### config.mk
export PLATFORM = sky130hd
export DESIGN_NAME = touch_strip_gate_smoother_top
export DESIGN_NICKNAME = d
export VERILOG_FILES = /design/src/hw/rtl/tsgs_pkg.sv /design/src/hw/rtl/tsgs_ram.sv /design/src/hw/rtl/tsgs_ctrl.sv /design/src/hw/rtl/tsgs_datapath.sv /design/src/hw/rtl/touch_strip_gate_smoother_top.sv
export SDC_FILE = /design/constraint.sdc
export NUM_CORES = 2
export LEC_CHECK = 0
export ABC_AREA = 1
export CORE_MARGIN = 2
export CORE_UTILIZATION = 60
export DETAILED_ROUTE_END_ITERATION = 8
export DONT_BUFFER_PORTS = 1
export HOLD_SLACK_MARGIN = 0.08
export PLACE_DENSITY_LB_ADDON = 0.2
export SLEW_MARGIN = 20
export SYNTH_ARGS = -nofsm -noshare
export SYNTH_HDL_FRONTEND = slang
export SYNTH_SLANG_ARGS = --single-unit
### constraint.sdc
create_clock -name clk -period 7.24 [get_ports clk]
set_clock_uncertainty 0.05 [all_clocks]
set_input_delay 1.448 -clock clk [delete_from_list [all_inputs] [get_ports clk]]
set_output_delay 1.448 -clock clk [all_outputs]
set_load 0.02 [all_outputs]
### src/hw/rtl/tsgs_pkg.sv
// Shared types, constants and helpers for the touch-strip gate smoother.
// Used by the controller, the datapath and the top level; depends on nothing.
`timescale 1ns / 1ps

package tsgs_pkg;

	// Depth of the ring of recent smoothed values.
	localparam int HIST_DEPTH = 16;
	localparam int RING_AW    = (HIST_DEPTH > 1) ? $clog2(HIST_DEPTH) : 1;

	// Field widths.
	localparam int SAMPLE_W = 14;
	localparam int VALUE_W  = 24;
	localparam int CFG_IW   = 3;
	localparam int CFG_DW   = 24;

	// Configuration register indexes.
	localparam logic [CFG_IW-1:0] CFG_PRESS_THRESHOLD = 3'd0;
	localparam logic [CFG_IW-1:0] CFG_HOLD_TICKS      = 3'd1;
	localparam logic [CFG_IW-1:0] CFG_MAX_JUMP_DELTA  = 3'd2;
	localparam logic [CFG_IW-1:0] CFG_BLEND_WEIGHT    = 3'd3;
	localparam logic [CFG_IW-1:0] CFG_SCALE_GAIN      = 3'd4;
	localparam logic [CFG_IW-1:0] CFG_SCALE_OFFSET    = 3'd5;

	// Event codes reported with each result.
	typedef enum logic [1:0] {
		EV_NONE    = 2'd0,
		EV_PRESS   = 2'd1,
		EV_RELEASE = 2'd2,
		EV_UPDATE  = 2'd3
	} ev_t;

	// Configuration register file contents.
	typedef struct packed {
		logic [13:0]        press_threshold;
		logic [7:0]         hold_ticks;
		logic [13:0]        max_jump_delta;
		logic [16:0]        blend_weight;
		logic [15:0]        scale_gain;
		logic signed [23:0] scale_offset;
	} cfg_t;

	// Commands from the controller to the datapath.
	typedef struct packed {
		logic latch_in;
		logic decide;
		logic scale;
		logic apply;
		logic fill;
		logic bmul;
		logic badd;
		logic write;
		logic load_out;
	} dp_cmd_t;

	// Status from the datapath to the controller.
	typedef struct packed {
		ev_t  ev;
		logic jump;
		logic fill_last;
	} dp_status_t;

	// Next ring position, wrapping at the ring depth.
	function automatic logic [RING_AW-1:0] ring_next(input logic [RING_AW-1:0] p);
		if (p == RING_AW'(HIST_DEPTH - 1)) begin
			return '0;
		end
		return p + RING_AW'(1);
	endfunction

endpackage

### src/hw/rtl/tsgs_ram.sv
// Generic single-port RAM with registered read data.
// Self-contained; used by the datapath for the value ring.
`timescale 1ns / 1ps

module tsgs_ram #(
	parameter int WIDTH = 24,
	parameter int DEPTH = 16,
	localparam int AW   = (DEPTH > 1) ? $clog2(DEPTH) : 1
) (
	input  logic             clk,
	input  logic             we,
	input  logic             re,
	input  logic [AW-1:0]    addr,
	input  logic [WIDTH-1:0] wdata,
	output logic [WIDTH-1:0] rdata
);

	logic [WIDTH-1:0] mem_q [DEPTH];
	logic [WIDTH-1:0] rdata_q;

	// Write port and registered read port share one address.
	always_ff @(posedge clk) begin
		if (we) begin
			mem_q[addr] <= wdata;
		end
		if (re) begin
			rdata_q <= mem_q[addr];
		end
	end

	assign rdata = rdata_q;

endmodule

### src/hw/rtl/tsgs_ctrl.sv
// Controller state machine for the touch-strip gate smoother.
// Depends on tsgs_pkg; drives the datapath commands and the channel handshakes.
`timescale 1ns / 1ps

module tsgs_ctrl
	import tsgs_pkg::*;
(
	input  logic       clk,
	input  logic       arst_n,
	input  logic       in_valid,
	output logic       in_ready,
	output logic       out_valid,
	input  logic       out_ready,
	input  dp_status_t status,
	output dp_cmd_t    cmd
);

	typedef enum logic [8:0] {
		S_IDLE   = 9'b000000001,
		S_MUL    = 9'b000000010,
		S_SCALE  = 9'b000000100,
		S_APPLY  = 9'b000001000,
		S_FILL   = 9'b000010000,
		S_BMUL   = 9'b000100000,
		S_BADD   = 9'b001000000,
		S_WRITE  = 9'b010000000,
		S_FINISH = 9'b100000000
	} state_t;

	state_t state_q, state_d;
	logic   out_valid_q;
	logic   load_ok;

	// The result register may be reloaded once it is empty or being taken.
	assign load_ok  = !out_valid_q || out_ready;
	assign in_ready = (state_q == S_IDLE);

	// Next state and command decode.
	always_comb begin
		state_d = state_q;
		cmd     = '0;
		case (state_q)
			S_IDLE: begin
				if (in_valid) begin
					cmd.latch_in = 1'b1;
					state_d      = S_MUL;
				end
			end
			S_MUL: begin
				cmd.decide = 1'b1;
				state_d    = S_SCALE;
			end
			S_SCALE: begin
				cmd.scale = 1'b1;
				state_d   = S_APPLY;
			end
			S_APPLY: begin
				cmd.apply = 1'b1;
				case (status.ev)
					EV_PRESS:  state_d = S_FILL;
					EV_UPDATE: state_d = status.jump ? S_WRITE : S_BMUL;
					default:   state_d = S_FINISH;
				endcase
			end
			S_FILL: begin
				cmd.fill = 1'b1;
				if (status.fill_last) begin
					state_d = S_FINISH;
				end
			end
			S_BMUL: begin
				cmd.bmul = 1'b1;
				state_d  = S_BADD;
			end
			S_BADD: begin
				cmd.badd = 1'b1;
				state_d  = S_WRITE;
			end
			S_WRITE: begin
				cmd.write = 1'b1;
				state_d   = S_FINISH;
			end
			S_FINISH: begin
				if (load_ok) begin
					cmd.load_out = 1'b1;
					state_d      = S_IDLE;
				end
			end
			default: begin
				state_d = S_IDLE;
			end
		endcase
	end

	// State and result-valid registers.
	always_ff @(posedge clk or negedge arst_n) begin
		if (!arst_n) begin
			state_q     <= S_IDLE;
			out_valid_q <= 1'b0;
		end else begin
			state_q <= state_d;
			if (cmd.load_out) begin
				out_valid_q <= 1'b1;
			end else if (out_ready) begin
				out_valid_q <= 1'b0;
			end
		end
	end

	assign out_valid = out_valid_q;

	// A new result appears only after the finishing step.
	a_out_from_finish: assert property (@(posedge clk) disable iff (!arst_n)
		$rose(out_valid_q) |-> $past(state_q == S_FINISH))
		else $error("result became valid outside the finishing step");

	// The ring fill ends exactly on its last entry.
	a_fill_end: assert property (@(posedge clk) disable iff (!arst_n)
		(state_q == S_FILL && status.fill_last) |=> (state_q == S_FINISH))
		else $error("ring fill did not end after its last entry");

	// An accepted transaction always starts the multiply step.
	a_accept_start: assert property (@(posedge clk) disable iff (!arst_n)
		(in_valid && in_ready) |=> (state_q == S_MUL))
		else $error("accepted transaction did not start processing");

endmodule

### src/hw/rtl/tsgs_datapath.sv
// Datapath of the touch-strip gate smoother: gate state, scaling, blending
// and the value ring. Depends on tsgs_pkg and tsgs_ram.
`timescale 1ns / 1ps

module tsgs_datapath
	import tsgs_pkg::*;
(
	input  logic                      clk,
	input  logic                      arst_n,
	input  cfg_t                      cfg,
	input  dp_cmd_t                   cmd,
	output dp_status_t                status,
	input  logic [SAMPLE_W-1:0]       sample,
	output logic signed [VALUE_W-1:0] smoothed_value,
	output logic [1:0]                event_res,
	output logic                      gate_open
);

	localparam logic signed [26:0] S24_MAX = 27'sd8388607;
	localparam logic signed [26:0] S24_MIN = -27'sd8388608;

	function automatic logic signed [VALUE_W-1:0] sat24(input logic signed [26:0] v);
		if (v > S24_MAX) begin
			return 24'sh7FFFFF;
		end
		if (v < S24_MIN) begin
			return 24'sh800000;
		end
		return v[VALUE_W-1:0];
	endfunction

	// Block state.
	logic                      gate_q;
	logic [7:0]                cd_q;
	logic [SAMPLE_W-1:0]       last_q;
	logic signed [VALUE_W-1:0] smooth_q;
	logic [RING_AW-1:0]        pos_q;

	// Working registers of one transaction.
	logic [SAMPLE_W-1:0]       sample_q;
	ev_t                       ev_q;
	logic                      jump_q;
	logic [29:0]               prod_s1;
	logic signed [VALUE_W-1:0] scaled_q;
	logic signed [42:0]        blend_s1;
	logic [RING_AW-1:0]        fill_cnt_q;

	// Result register.
	logic signed [VALUE_W-1:0] out_value_q;
	ev_t                       out_ev_q;
	logic                      out_gate_q;

	// Ring memory port.
	logic                      ram_we;
	logic                      ram_re;
	logic [RING_AW-1:0]        ram_addr;
	logic [VALUE_W-1:0]        ram_wdata;
	logic [VALUE_W-1:0]        ram_rdata;

	logic [RING_AW-1:0]        pos_next;
	logic [7:0]                cd_dec;
	logic                      pressed;
	logic                      press_now;
	logic                      release_now;
	logic [SAMPLE_W-1:0]       delta;
	logic signed [26:0]        scale_sum;
	logic signed [24:0]        diff;
	logic signed [26:0]        blend_sum;

	// Decision of what this sample does to the gate.
	always_comb begin
		pos_next    = ring_next(pos_q);
		cd_dec      = (cd_q != 8'd0) ? cd_q - 8'd1 : 8'd0;
		pressed     = sample_q > cfg.press_threshold;
		press_now   = pressed && (last_q < cfg.press_threshold) && !gate_q;
		release_now = !press_now && !pressed && gate_q && (cd_dec == 8'd0);
		delta       = (sample_q > last_q) ? sample_q - last_q : last_q - sample_q;
	end

	// Scaling sum and blend arithmetic.
	always_comb begin
		scale_sum = $signed({5'b0, prod_s1[29:8]}) + 27'(cfg.scale_offset);
		diff      = 25'(scaled_q) - 25'(smooth_q);
		blend_sum = 27'(smooth_q) + blend_s1[42:16];
	end

	// Ring port: read the oldest entry while deciding, write on fill or update.
	always_comb begin
		ram_re    = cmd.decide;
		ram_we    = cmd.fill || cmd.write;
		ram_addr  = cmd.fill ? fill_cnt_q : pos_next;
		ram_wdata = cmd.fill ? scaled_q : smooth_q;
	end

	tsgs_ram #(
		.WIDTH(VALUE_W),
		.DEPTH(HIST_DEPTH)
	) u_ring (
		.clk  (clk),
		.we   (ram_we),
		.re   (ram_re),
		.addr (ram_addr),
		.wdata(ram_wdata),
		.rdata(ram_rdata)
	);

	// Per-transaction working registers.
	always_ff @(posedge clk) begin
		if (cmd.latch_in) begin
			sample_q <= sample;
		end
		if (cmd.decide) begin
			prod_s1 <= 30'(sample_q) * 30'(cfg.scale_gain);
			jump_q  <= delta > cfg.max_jump_delta;
			if (press_now) begin
				ev_q <= EV_PRESS;
			end else if (release_now) begin
				ev_q <= EV_RELEASE;
			end else if (pressed) begin
				ev_q <= EV_UPDATE;
			end else begin
				ev_q <= EV_NONE;
			end
		end
		if (cmd.scale) begin
			scaled_q <= sat24(scale_sum);
		end
		if (cmd.bmul) begin
			blend_s1 <= 43'(diff) * 43'($signed({1'b0, cfg.blend_weight}));
		end
		if (cmd.apply) begin
			fill_cnt_q <= '0;
		end else if (cmd.fill) begin
			fill_cnt_q <= fill_cnt_q + RING_AW'(1);
		end
		if (cmd.load_out) begin
			out_value_q <= smooth_q;
			out_ev_q    <= ev_q;
			out_gate_q  <= gate_q;
		end
	end

	// Block state updates.
	always_ff @(posedge clk or negedge arst_n) begin
		if (!arst_n) begin
			gate_q   <= 1'b0;
			cd_q     <= 8'd0;
			last_q   <= '0;
			smooth_q <= '0;
			pos_q    <= '0;
		end else begin
			if (cmd.apply) begin
				cd_q   <= (ev_q == EV_PRESS) ? cfg.hold_ticks : cd_dec;
				last_q <= sample_q;
				case (ev_q)
					EV_PRESS: begin
						gate_q   <= 1'b1;
						smooth_q <= scaled_q;
					end
					EV_RELEASE: begin
						gate_q   <= 1'b0;
						smooth_q <= $signed(ram_rdata);
					end
					EV_UPDATE: begin
						if (jump_q) begin
							smooth_q <= scaled_q;
						end
					end
					default: begin
					end
				endcase
			end
			if (cmd.badd) begin
				smooth_q <= sat24(blend_sum);
			end
			if (cmd.write) begin
				pos_q <= pos_next;
			end
		end
	end

	assign status.ev        = ev_q;
	assign status.jump      = jump_q;
	assign status.fill_last = (fill_cnt_q == RING_AW'(HIST_DEPTH - 1));

	assign smoothed_value = out_value_q;
	assign event_res      = out_ev_q;
	assign gate_open      = out_gate_q;

	// The countdown only runs while the gate is open.
	a_cd_gate: assert property (@(posedge clk) disable iff (!arst_n)
		(cd_q != 8'd0) |-> gate_q)
		else $error("gate countdown running with the gate closed");

	// The gate closes only through a release.
	a_gate_close: assert property (@(posedge clk) disable iff (!arst_n)
		$fell(gate_q) |-> $past(cmd.apply && ev_q == EV_RELEASE))
		else $error("gate closed without a release");

endmodule

### src/hw/rtl/touch_strip_gate_smoother_top.sv
// Top level of the touch-strip gate smoother: configuration registers and the
// controller and datapath instances. Depends on tsgs_pkg, tsgs_ctrl, tsgs_datapath.
//
// Usage:
//   Input channel (in_valid/in_ready, sample) takes one raw strip reading per
//   transaction. Output channel (out_valid/out_ready) returns exactly one result
//   per input: smoothed_value, event_res (none, press, release, update) and
//   gate_open. Configuration writes use cfg_valid/cfg_ready with cfg_index and
//   cfg_data; cfg_ready is always high and indexes beyond the list are ignored.
//   Write configuration only while the block is idle.
// Processing steps:
//   The controller steps through multiply, scale and apply, then a ring write
//   for a jump update, blend multiply, add and ring write for a smoothed
//   update, or a fill of all HIST_DEPTH ring entries on a press; no event and a
//   release go straight to the finishing step, which loads the result register.
//   The controller then returns to idle and can take the next input, so one
//   input is in flight at a time.
// Reset and stalls:
//   Reset closes the gate, clears the countdown, last sample, smoothed value
//   and ring position, and loads register defaults. A stalled receiver holds
//   the result; one more input is processed and then waits for the output.
`timescale 1ns / 1ps

module touch_strip_gate_smoother_top
	import tsgs_pkg::*;
(
	input  logic                      clk,
	input  logic                      arst_n,
	input  logic                      in_valid,
	output logic                      in_ready,
	input  logic [SAMPLE_W-1:0]       sample,
	output logic                      out_valid,
	input  logic                      out_ready,
	output logic signed [VALUE_W-1:0] smoothed_value,
	output logic [1:0]                event_res,
	output logic                      gate_open,
	input  logic                      cfg_valid,
	output logic                      cfg_ready,
	input  logic [CFG_IW-1:0]         cfg_index,
	input  logic [CFG_DW-1:0]         cfg_data
);

	cfg_t       cfg_q;
	dp_cmd_t    cmd;
	dp_status_t status;

	assign cfg_ready = 1'b1;

	// Configuration register file.
	always_ff @(posedge clk or negedge arst_n) begin
		if (!arst_n) begin
			cfg_q.press_threshold <= 14'd512;
			cfg_q.hold_ticks      <= 8'd10;
			cfg_q.max_jump_delta  <= 14'd64;
			cfg_q.blend_weight    <= 17'd16384;
			cfg_q.scale_gain      <= 16'd256;
			cfg_q.scale_offset    <= 24'sd0;
		end else if (cfg_valid) begin
			case (cfg_index)
				CFG_PRESS_THRESHOLD: cfg_q.press_threshold <= cfg_data[13:0];
				CFG_HOLD_TICKS:      cfg_q.hold_ticks      <= cfg_data[7:0];
				CFG_MAX_JUMP_DELTA:  cfg_q.max_jump_delta  <= cfg_data[13:0];
				CFG_BLEND_WEIGHT:    cfg_q.blend_weight    <= cfg_data[16:0];
				CFG_SCALE_GAIN:      cfg_q.scale_gain      <= cfg_data[15:0];
				CFG_SCALE_OFFSET:    cfg_q.scale_offset    <= $signed(cfg_data[23:0]);
				default: begin
				end
			endcase
		end
	end

	tsgs_ctrl u_ctrl (
		.clk      (clk),
		.arst_n   (arst_n),
		.in_valid (in_valid),
		.in_ready (in_ready),
		.out_valid(out_valid),
		.out_ready(out_ready),
		.status   (status),
		.cmd      (cmd)
	);

	tsgs_datapath u_datapath (
		.clk           (clk),
		.arst_n        (arst_n),
		.cfg           (cfg_q),
		.cmd           (cmd),
		.status        (status),
		.sample        (sample),
		.smoothed_value(smoothed_value),
		.event_res     (event_res),
		.gate_open     (gate_open)
	);

endmodule
# Word level (Yosys, flattened, before mapping)
# Memory sizes are Yosys's and may differ from the RTL's. A register that Yosys moved wholly into a read port is not among the register bits.
# Cells that the tools add are included.
[totals]
register_bits = 299
mem_bits_rw = 384
out_inout_bits = 30
wordCells = 146
mem_count = 1
[op_classes]
n_addsub = 8
mul = 2
n_lt_le_gt_ge = 8
eq_ne = 23
n_mux = 54
n_reduce_logical = 27
[memory_table]
columns = ["name", "words", "width", "read_ports", "rd_ports_with_merged_regs", "wr", "line_no", "source"]
rows = [
  ["u_datapath.u_ring.mem_q", 16, 24, 1, 1, 1, "tsgs_ram.sv:18", "logic [WIDTH-1:0] mem_q [DEPTH];"],
]
[ops]
columns = ["operator", "count"]
rows = [
  ["24-bit two-way mux", 12],
  ["9-bit one-hot mux with 9 select lines", 1],
  ["24-bit one-hot mux with 3 select lines", 1],
  ["27-bit by 24-bit > comparator with 1-bit output (second input constant)", 2],
  ["27-bit by 24-bit less-than comparator with 1-bit output (second input constant)", 2],
  ["25-bit by 18-bit multiplier with 43-bit output", 1],
  ["14-bit > comparator", 3],
  ["14-bit by 16-bit multiplier with 30-bit output", 1],
  ["14-bit subtractor", 2],
  ["27-bit adder", 1],
  ["9-bit two-way mux", 3],
  ["1-bit two-way mux", 26],
  ["23-bit by 24-bit adder with 25-bit output", 1],
  ["24-bit by 24-bit subtractor with 25-bit output", 1],
  ["8-bit two-way mux", 3],
  ["9-bit one-hot mux with 2 select lines", 1],
  ["14-bit less-than comparator", 1],
  ["14-bit two-way mux", 1],
  ["2-bit AND reduction", 7],
  ["4-bit two-way mux", 3],
  ["9-bit by 1-bit == test with 1-bit output (second input constant)", 1],
  ["9-bit by 2-bit == test with 1-bit output (second input constant)", 1],
  ["9-bit by 3-bit == test with 1-bit output (second input constant)", 1],
  ["9-bit by 4-bit == test with 1-bit output (second input constant)", 1],
  ["other kinds (27)", 45],
]

# Logic depth before layout (Yosys ltp)
[depth]
depth_word = 9
ltp_mapped = 42

# By module
# A second synthesis with hierarchy kept.
[unflattened]
hier_cells = 6826
hier_area_um2 = 57846.7
[by_module_without_submodules]
columns = ["mod", "instances", "cells_per_inst", "area_per_inst_um2", "seq_area_each_um2"]
rows = [
  ["tsgs_datapath", 1, 4719, 36666.4, 4869.7],
  ["tsgs_ram", 1, 1591, 16863.7, 12251.8],
  ["touch_strip_gate_smoother_top", 1, 414, 3648.5, 2334.7],
  ["tsgs_ctrl", 1, 102, 668.1, 251.5],
]

# Least setup slack after synthesis
# OpenSTA, ideal clock, no wires.
[synth_timing]
path_kind = "flip-flop to flip-flop"
from = "register u_datapath.smooth_q[0]"
to = "register u_datapath.blend_s1[42], data pin"
setup_ns = 0.261
t_arrival_ns = 7.011
slack_ns = -0.082
stages_incl_launch_ff = 33
synth_period_minus_slack_ns = 7.322
path_cell_list = "dfrtp_1 ha_1 fa_1 inv_1 nand2_1 nand2_1 o21ai_2 o21bai_2 inv_1 nor2_1 or2_2 nand3_1 nand4_2 nand2_1 nor2_1 inv_1 fa_1 fa_1 inv_1 fa_1 fa_1 fa_1 inv_1 fa_1 inv_1 ha_1 nand2_1 nor2_1 inv_1 nor4_1 nand3_1 nand3_1 xor2_1"
[synth_between]
elab_chain_cells = 2
[synth_rtl]
columns = ["item", "line_no", "source"]
rows = [
  ["start: declaration", "tsgs_datapath.sv:36", "logic signed [VALUE_W-1:0] smooth_q;"],
  ["start signal: assignment", "tsgs_datapath.sv:158", "smooth_q <= scaled_q;"],
  ["start signal: assignment", "tsgs_datapath.sv:162", "smooth_q <= $signed(ram_rdata);"],
  ["start signal: assignment", "tsgs_datapath.sv:166", "smooth_q <= scaled_q;"],
  ["24-bit by 24-bit subtractor with 25-bit output", "tsgs_datapath.sv:83", "diff = 25'(scaled_q) - 25'(smooth_q);"],
  ["25-bit by 18-bit multiplier with 43-bit output", "tsgs_datapath.sv:129", "blend_s1 <= 43'(diff) * 43'($signed({1'b0, cfg.blend_weight}));"],
  ["end signal: assignment", "tsgs_datapath.sv:129", ""],
  ["end: declaration", "tsgs_datapath.sv:45", "logic signed [42:0] blend_s1;"],
]
# No other way between the ends.
# A chain may end at the register's enable or synchronous reset.

# Worst setup path after layout
[layout_timing]
from = "register u_datapath.smooth_q[0]"
to = "register u_datapath.blend_s1[36], data pin"
# Same word-level chain as after synthesis.

==> results.yml <==
run_status:
  status: "finished, violations left"
  violations: "setup timing"
critical_path:
  cp-start-kind: "flop"
  required_ns: 7.60
  reg2reg_from: "u_datapath.smooth_q[0]$_DFFE_PN0P_"
  end_kind: "flop"
  crit_arrival_ns: 7.63
  slowest_stage: "fa_1"
  cp_max_fo: 5
  crit_type: "flop to flop"
  ff2ff_path_depth: 35
  startpoint: "u_datapath.smooth_q[0]$_DFFE_PN0P_"
  slowest_delay_ns: 0.58
  cpMostUsedCell: "fa_1"
grt:
  antenna_found_initial: 7
  grt_pass1_wl_mm: 244
  grt_pass1_vias: 42804
  grt_max_degree: 155
  track_usage_pct: 34.0
  globalRoute.totalOverflow: 0
floorplan:
  boundaryPins: 76
  start_util_pct: 60.4
  die_w_microns: 308
  coreArea_sq_um: 91500
  die_y_microns: 308
  rows: 111
  die_area_sq_um: 94600
sta:
  finalHoldViolCount: 0
  setup_slack_ns: -0.0309
  clock.fmax_mhz: 138
  drv_slew: 0
  min_period_ns: 7.27
  rsz0062_at_grt: "true"
  tns_ns: -0.0309
  setup_violations: 1
  worst_pin_slew_ns: 1.07
  period_share_pct: 100
  slew_headroom_pct: 28.7
placed_design:
  gp_congestion: 1.01
  port_buffers: 0
  dp_hpwl_mm: 120
  dp_worst_setup_slack_ns: -0.306
  dpl.cell_count: 7380
layout:
  finalNonFillerCells: 7573
  fin_util_pct: 69.7
  drive_gt1_share_pct: 15.9
  nets: 7293
  layout-area-overhead-vs-synth_pct: 15.4
synth:
  synth_top_family_by_area: "adder cells"
  ys_seq_area_share_pct: 35.7
  synth-edff-count: 525
  synth_ff_type: "edfxtp_1"
  synth-simple-area-share_pct: 15.1
  synth_area_per_cell_sq_um: 9.20
  muxShareOfSynthArea_pct: 0.122
  synthArstFlopShare_pct: 22.5
  synth_compound_area_share_pct: 8.76
  ys_top_cells_by_area: "edfxtp_1, fa_1, nand2_1"
  yosysUniqueCellTypes: 62
  synth_fp_nets: 6975
  yosys_warnings: 0
  synth_area_sq_um: 55300
  ys_ff_latch: 683
  synth_largest_area_cell: "edfxtp_1"
  synthXorXnorAreaFrac_pct: 1.88
  synth-adder-area-share_pct: 28.8
  yosysTopAreaCellShare_pct: 28.5
  postSynthCellCount: 6006
cts:
  cts.htree.levels: 3
  cts_buffer_depth: 3
  root_buffer: "clkbuf_16"
  cts_made_buffers: 75
  hold_buffers: 0
  cts_sinks: 683
  clock_latency_ns: 0.67
  cts.clk_slew.worst_paths_ns: 0.06
  cts_tree: "done"
job:
  maxCapViolations: 0
drt:
  drc: 0
  drt_iter0_drc: 4177
  wl_per_cell_microns: 21.1
  vias: 43382
  detail-route-antenna-nets: 0
  via_per_inst: 5.73
  drt_wl_total_mm: 160
  firstDrtPassIters: 8
min_path:
  hp-class: "primary input to asynchronous set/reset pin"
[final timing paths]
kind	slack, ns	endpoint
max in group asynchronous	6.40	u_ctrl.state_q[0]$_DFFE_PN1P_
min	0.44	u_datapath.last_q[0]$_DFFE_PN0N_
max	-0.03	u_datapath.blend_s1[36]$_DFFE_PP_
max reg2reg	-0.03	u_datapath.blend_s1[36]$_DFFE_PP_
min in group clk	0.44	cfg_q[76]$_DFFE_PN0P_
min reg2reg	0.44	cfg_q[76]$_DFFE_PN0P_
[timing repair]
action                                  in CTS  in global routing
hold endpoints to repair                     0                  0
gates cloned                                 2                  1
endpoints found under the setup margin      26                 27
gates resized for setup                    121                356
buffers inserted                            18                 33
pin swaps                                   31                115
[sequential cells by signal, summed over array words and instances, names as in the netlist]
name / flops
cfg_q: 93
u_ctrl.out_valid: 1
u_ctrl.state_q: 9
u_datapath.blend_s1: 27
u_datapath.cd_q: 8
u_datapath.ev_q: 2
u_datapath.event_res: 2
u_datapath.fill_cnt_q: 4
u_datapath.gate_open: 1
u_datapath.gate_q: 1
u_datapath.jump_q: 1
u_datapath.last_q: 14
u_datapath.pos_q: 4
u_datapath.prod_s1: 22
u_datapath.sample_q: 14
u_datapath.scaled_q: 24
u_datapath.smooth_q: 24
u_datapath.smoothed_value: 24
u_datapath.u_ring.mem_q: 384
u_datapath.u_ring.rdata: 24
[layout by cell type (no fill, tap or decap), drive strengths merged, types with 4 or more instances in the layout]
cell type,synthesis,final
bufinv,0,7
a31oi,21,21
edfxtp,525,525
dfrtp,147,147
o21bai,23,23
o22ai,4,4
clkinv,12,48
nor2,424,424
o21ai,276,276
dfstp,7,7
o221ai,7,7
clkbuf,138,84
or2,48,48
xor2,67,67
buf,64,441
fa,583,583
nor4,5,5
a21boi,6,6
nor3,36,36
nand4,55,55
nand2,1336,1336
clkinvlp,0,4
diode,0,5
ha,340,340
o211ai,6,6
nand3,156,156
xnor2,51,51
dfxtp,4,4
a211oi,4,4
a21oi,232,232
o21a,16,16
a21o,12,12
mux2,6,6
inv,1183,1188
a22oi,193,193
[per-stage QoR]
| stage | hold WS, ns | instance area [sq um] |
|---|---|---|
| finish | 0.435 | 63800 |
| global route | 0.420 | 63800 |
| CTS | 0.415 | 62200 |
| detailed placement | 0.422 | 59000 |
| global placement | 0.417 | 59000 |
| floorplan | 0.387 | 55300 |
[layer usage]
layer | part of all wire, % | vias up | GRT usage, %
li1 | - | 19694 | -
met1 | 40 | 21232 | 47.3
met2 | 47 | 2068 | 53.8
met3 | 8.6 | 388 | 4.74
met4 | 4.7 | 0 | 14.5
met5 | 0 | - | 0
[worst max-delay path, delay by kind of cell (launching register included)]
| kind | cells | cell delay [ns] |
|---|---|---|
| xor gates and xnor gates | 1 | 0.18 |
| DFF | 1 | 0.41 |
| adders and majority gates | 9 | 3.82 |
| AOI/OAI and AO/OA | 7 | 0.85 |
| buffers and inverters | 10 | 0.96 |
| and+or+nand+nor | 8 | 0.74 |
[cell type report]
class,count,area [sq um]
antenna,5,12.5
clock buffer,84,1940
clock inverter,51,573
fill,6988,27700
inverter,1195,4510
multi-input combinational,3926,32000
sequential,683,19700
tap,1186,1480
timing repair buffer,442,3570
timing repair inverter,1,7.51
[cell usage after synthesis, types with 54 or more instances]
cell	n
nand2_1	1333
nor2_1	415
inv_1	1175
nand4_1	54
fa_1	583
ha_1	340
nand3_1	156
edfxtp_1	525
a22oi_1	193
o21ai_0	271
clkbuf_1	138
xor2_1	66
a21oi_1	230
dfrtp_1	147
[cells by family (layout without fill, tap and decap cells)]
logic type,after synthesis,count (layout)
XOR/XNOR,118,118
multiplexers,6,6
buffers and inverters,1397,1773
AO/OA/AOI/OAI,811,811
flip-flops,683,683
other,1,6
adder cells (fa/ha/maj),923,923
AND/OR/NAND/NOR,2067,2067
Power is left out: the tool's default activity adds up to more than one toggle a clock period on the data nets, which glitch-free logic cannot reach.
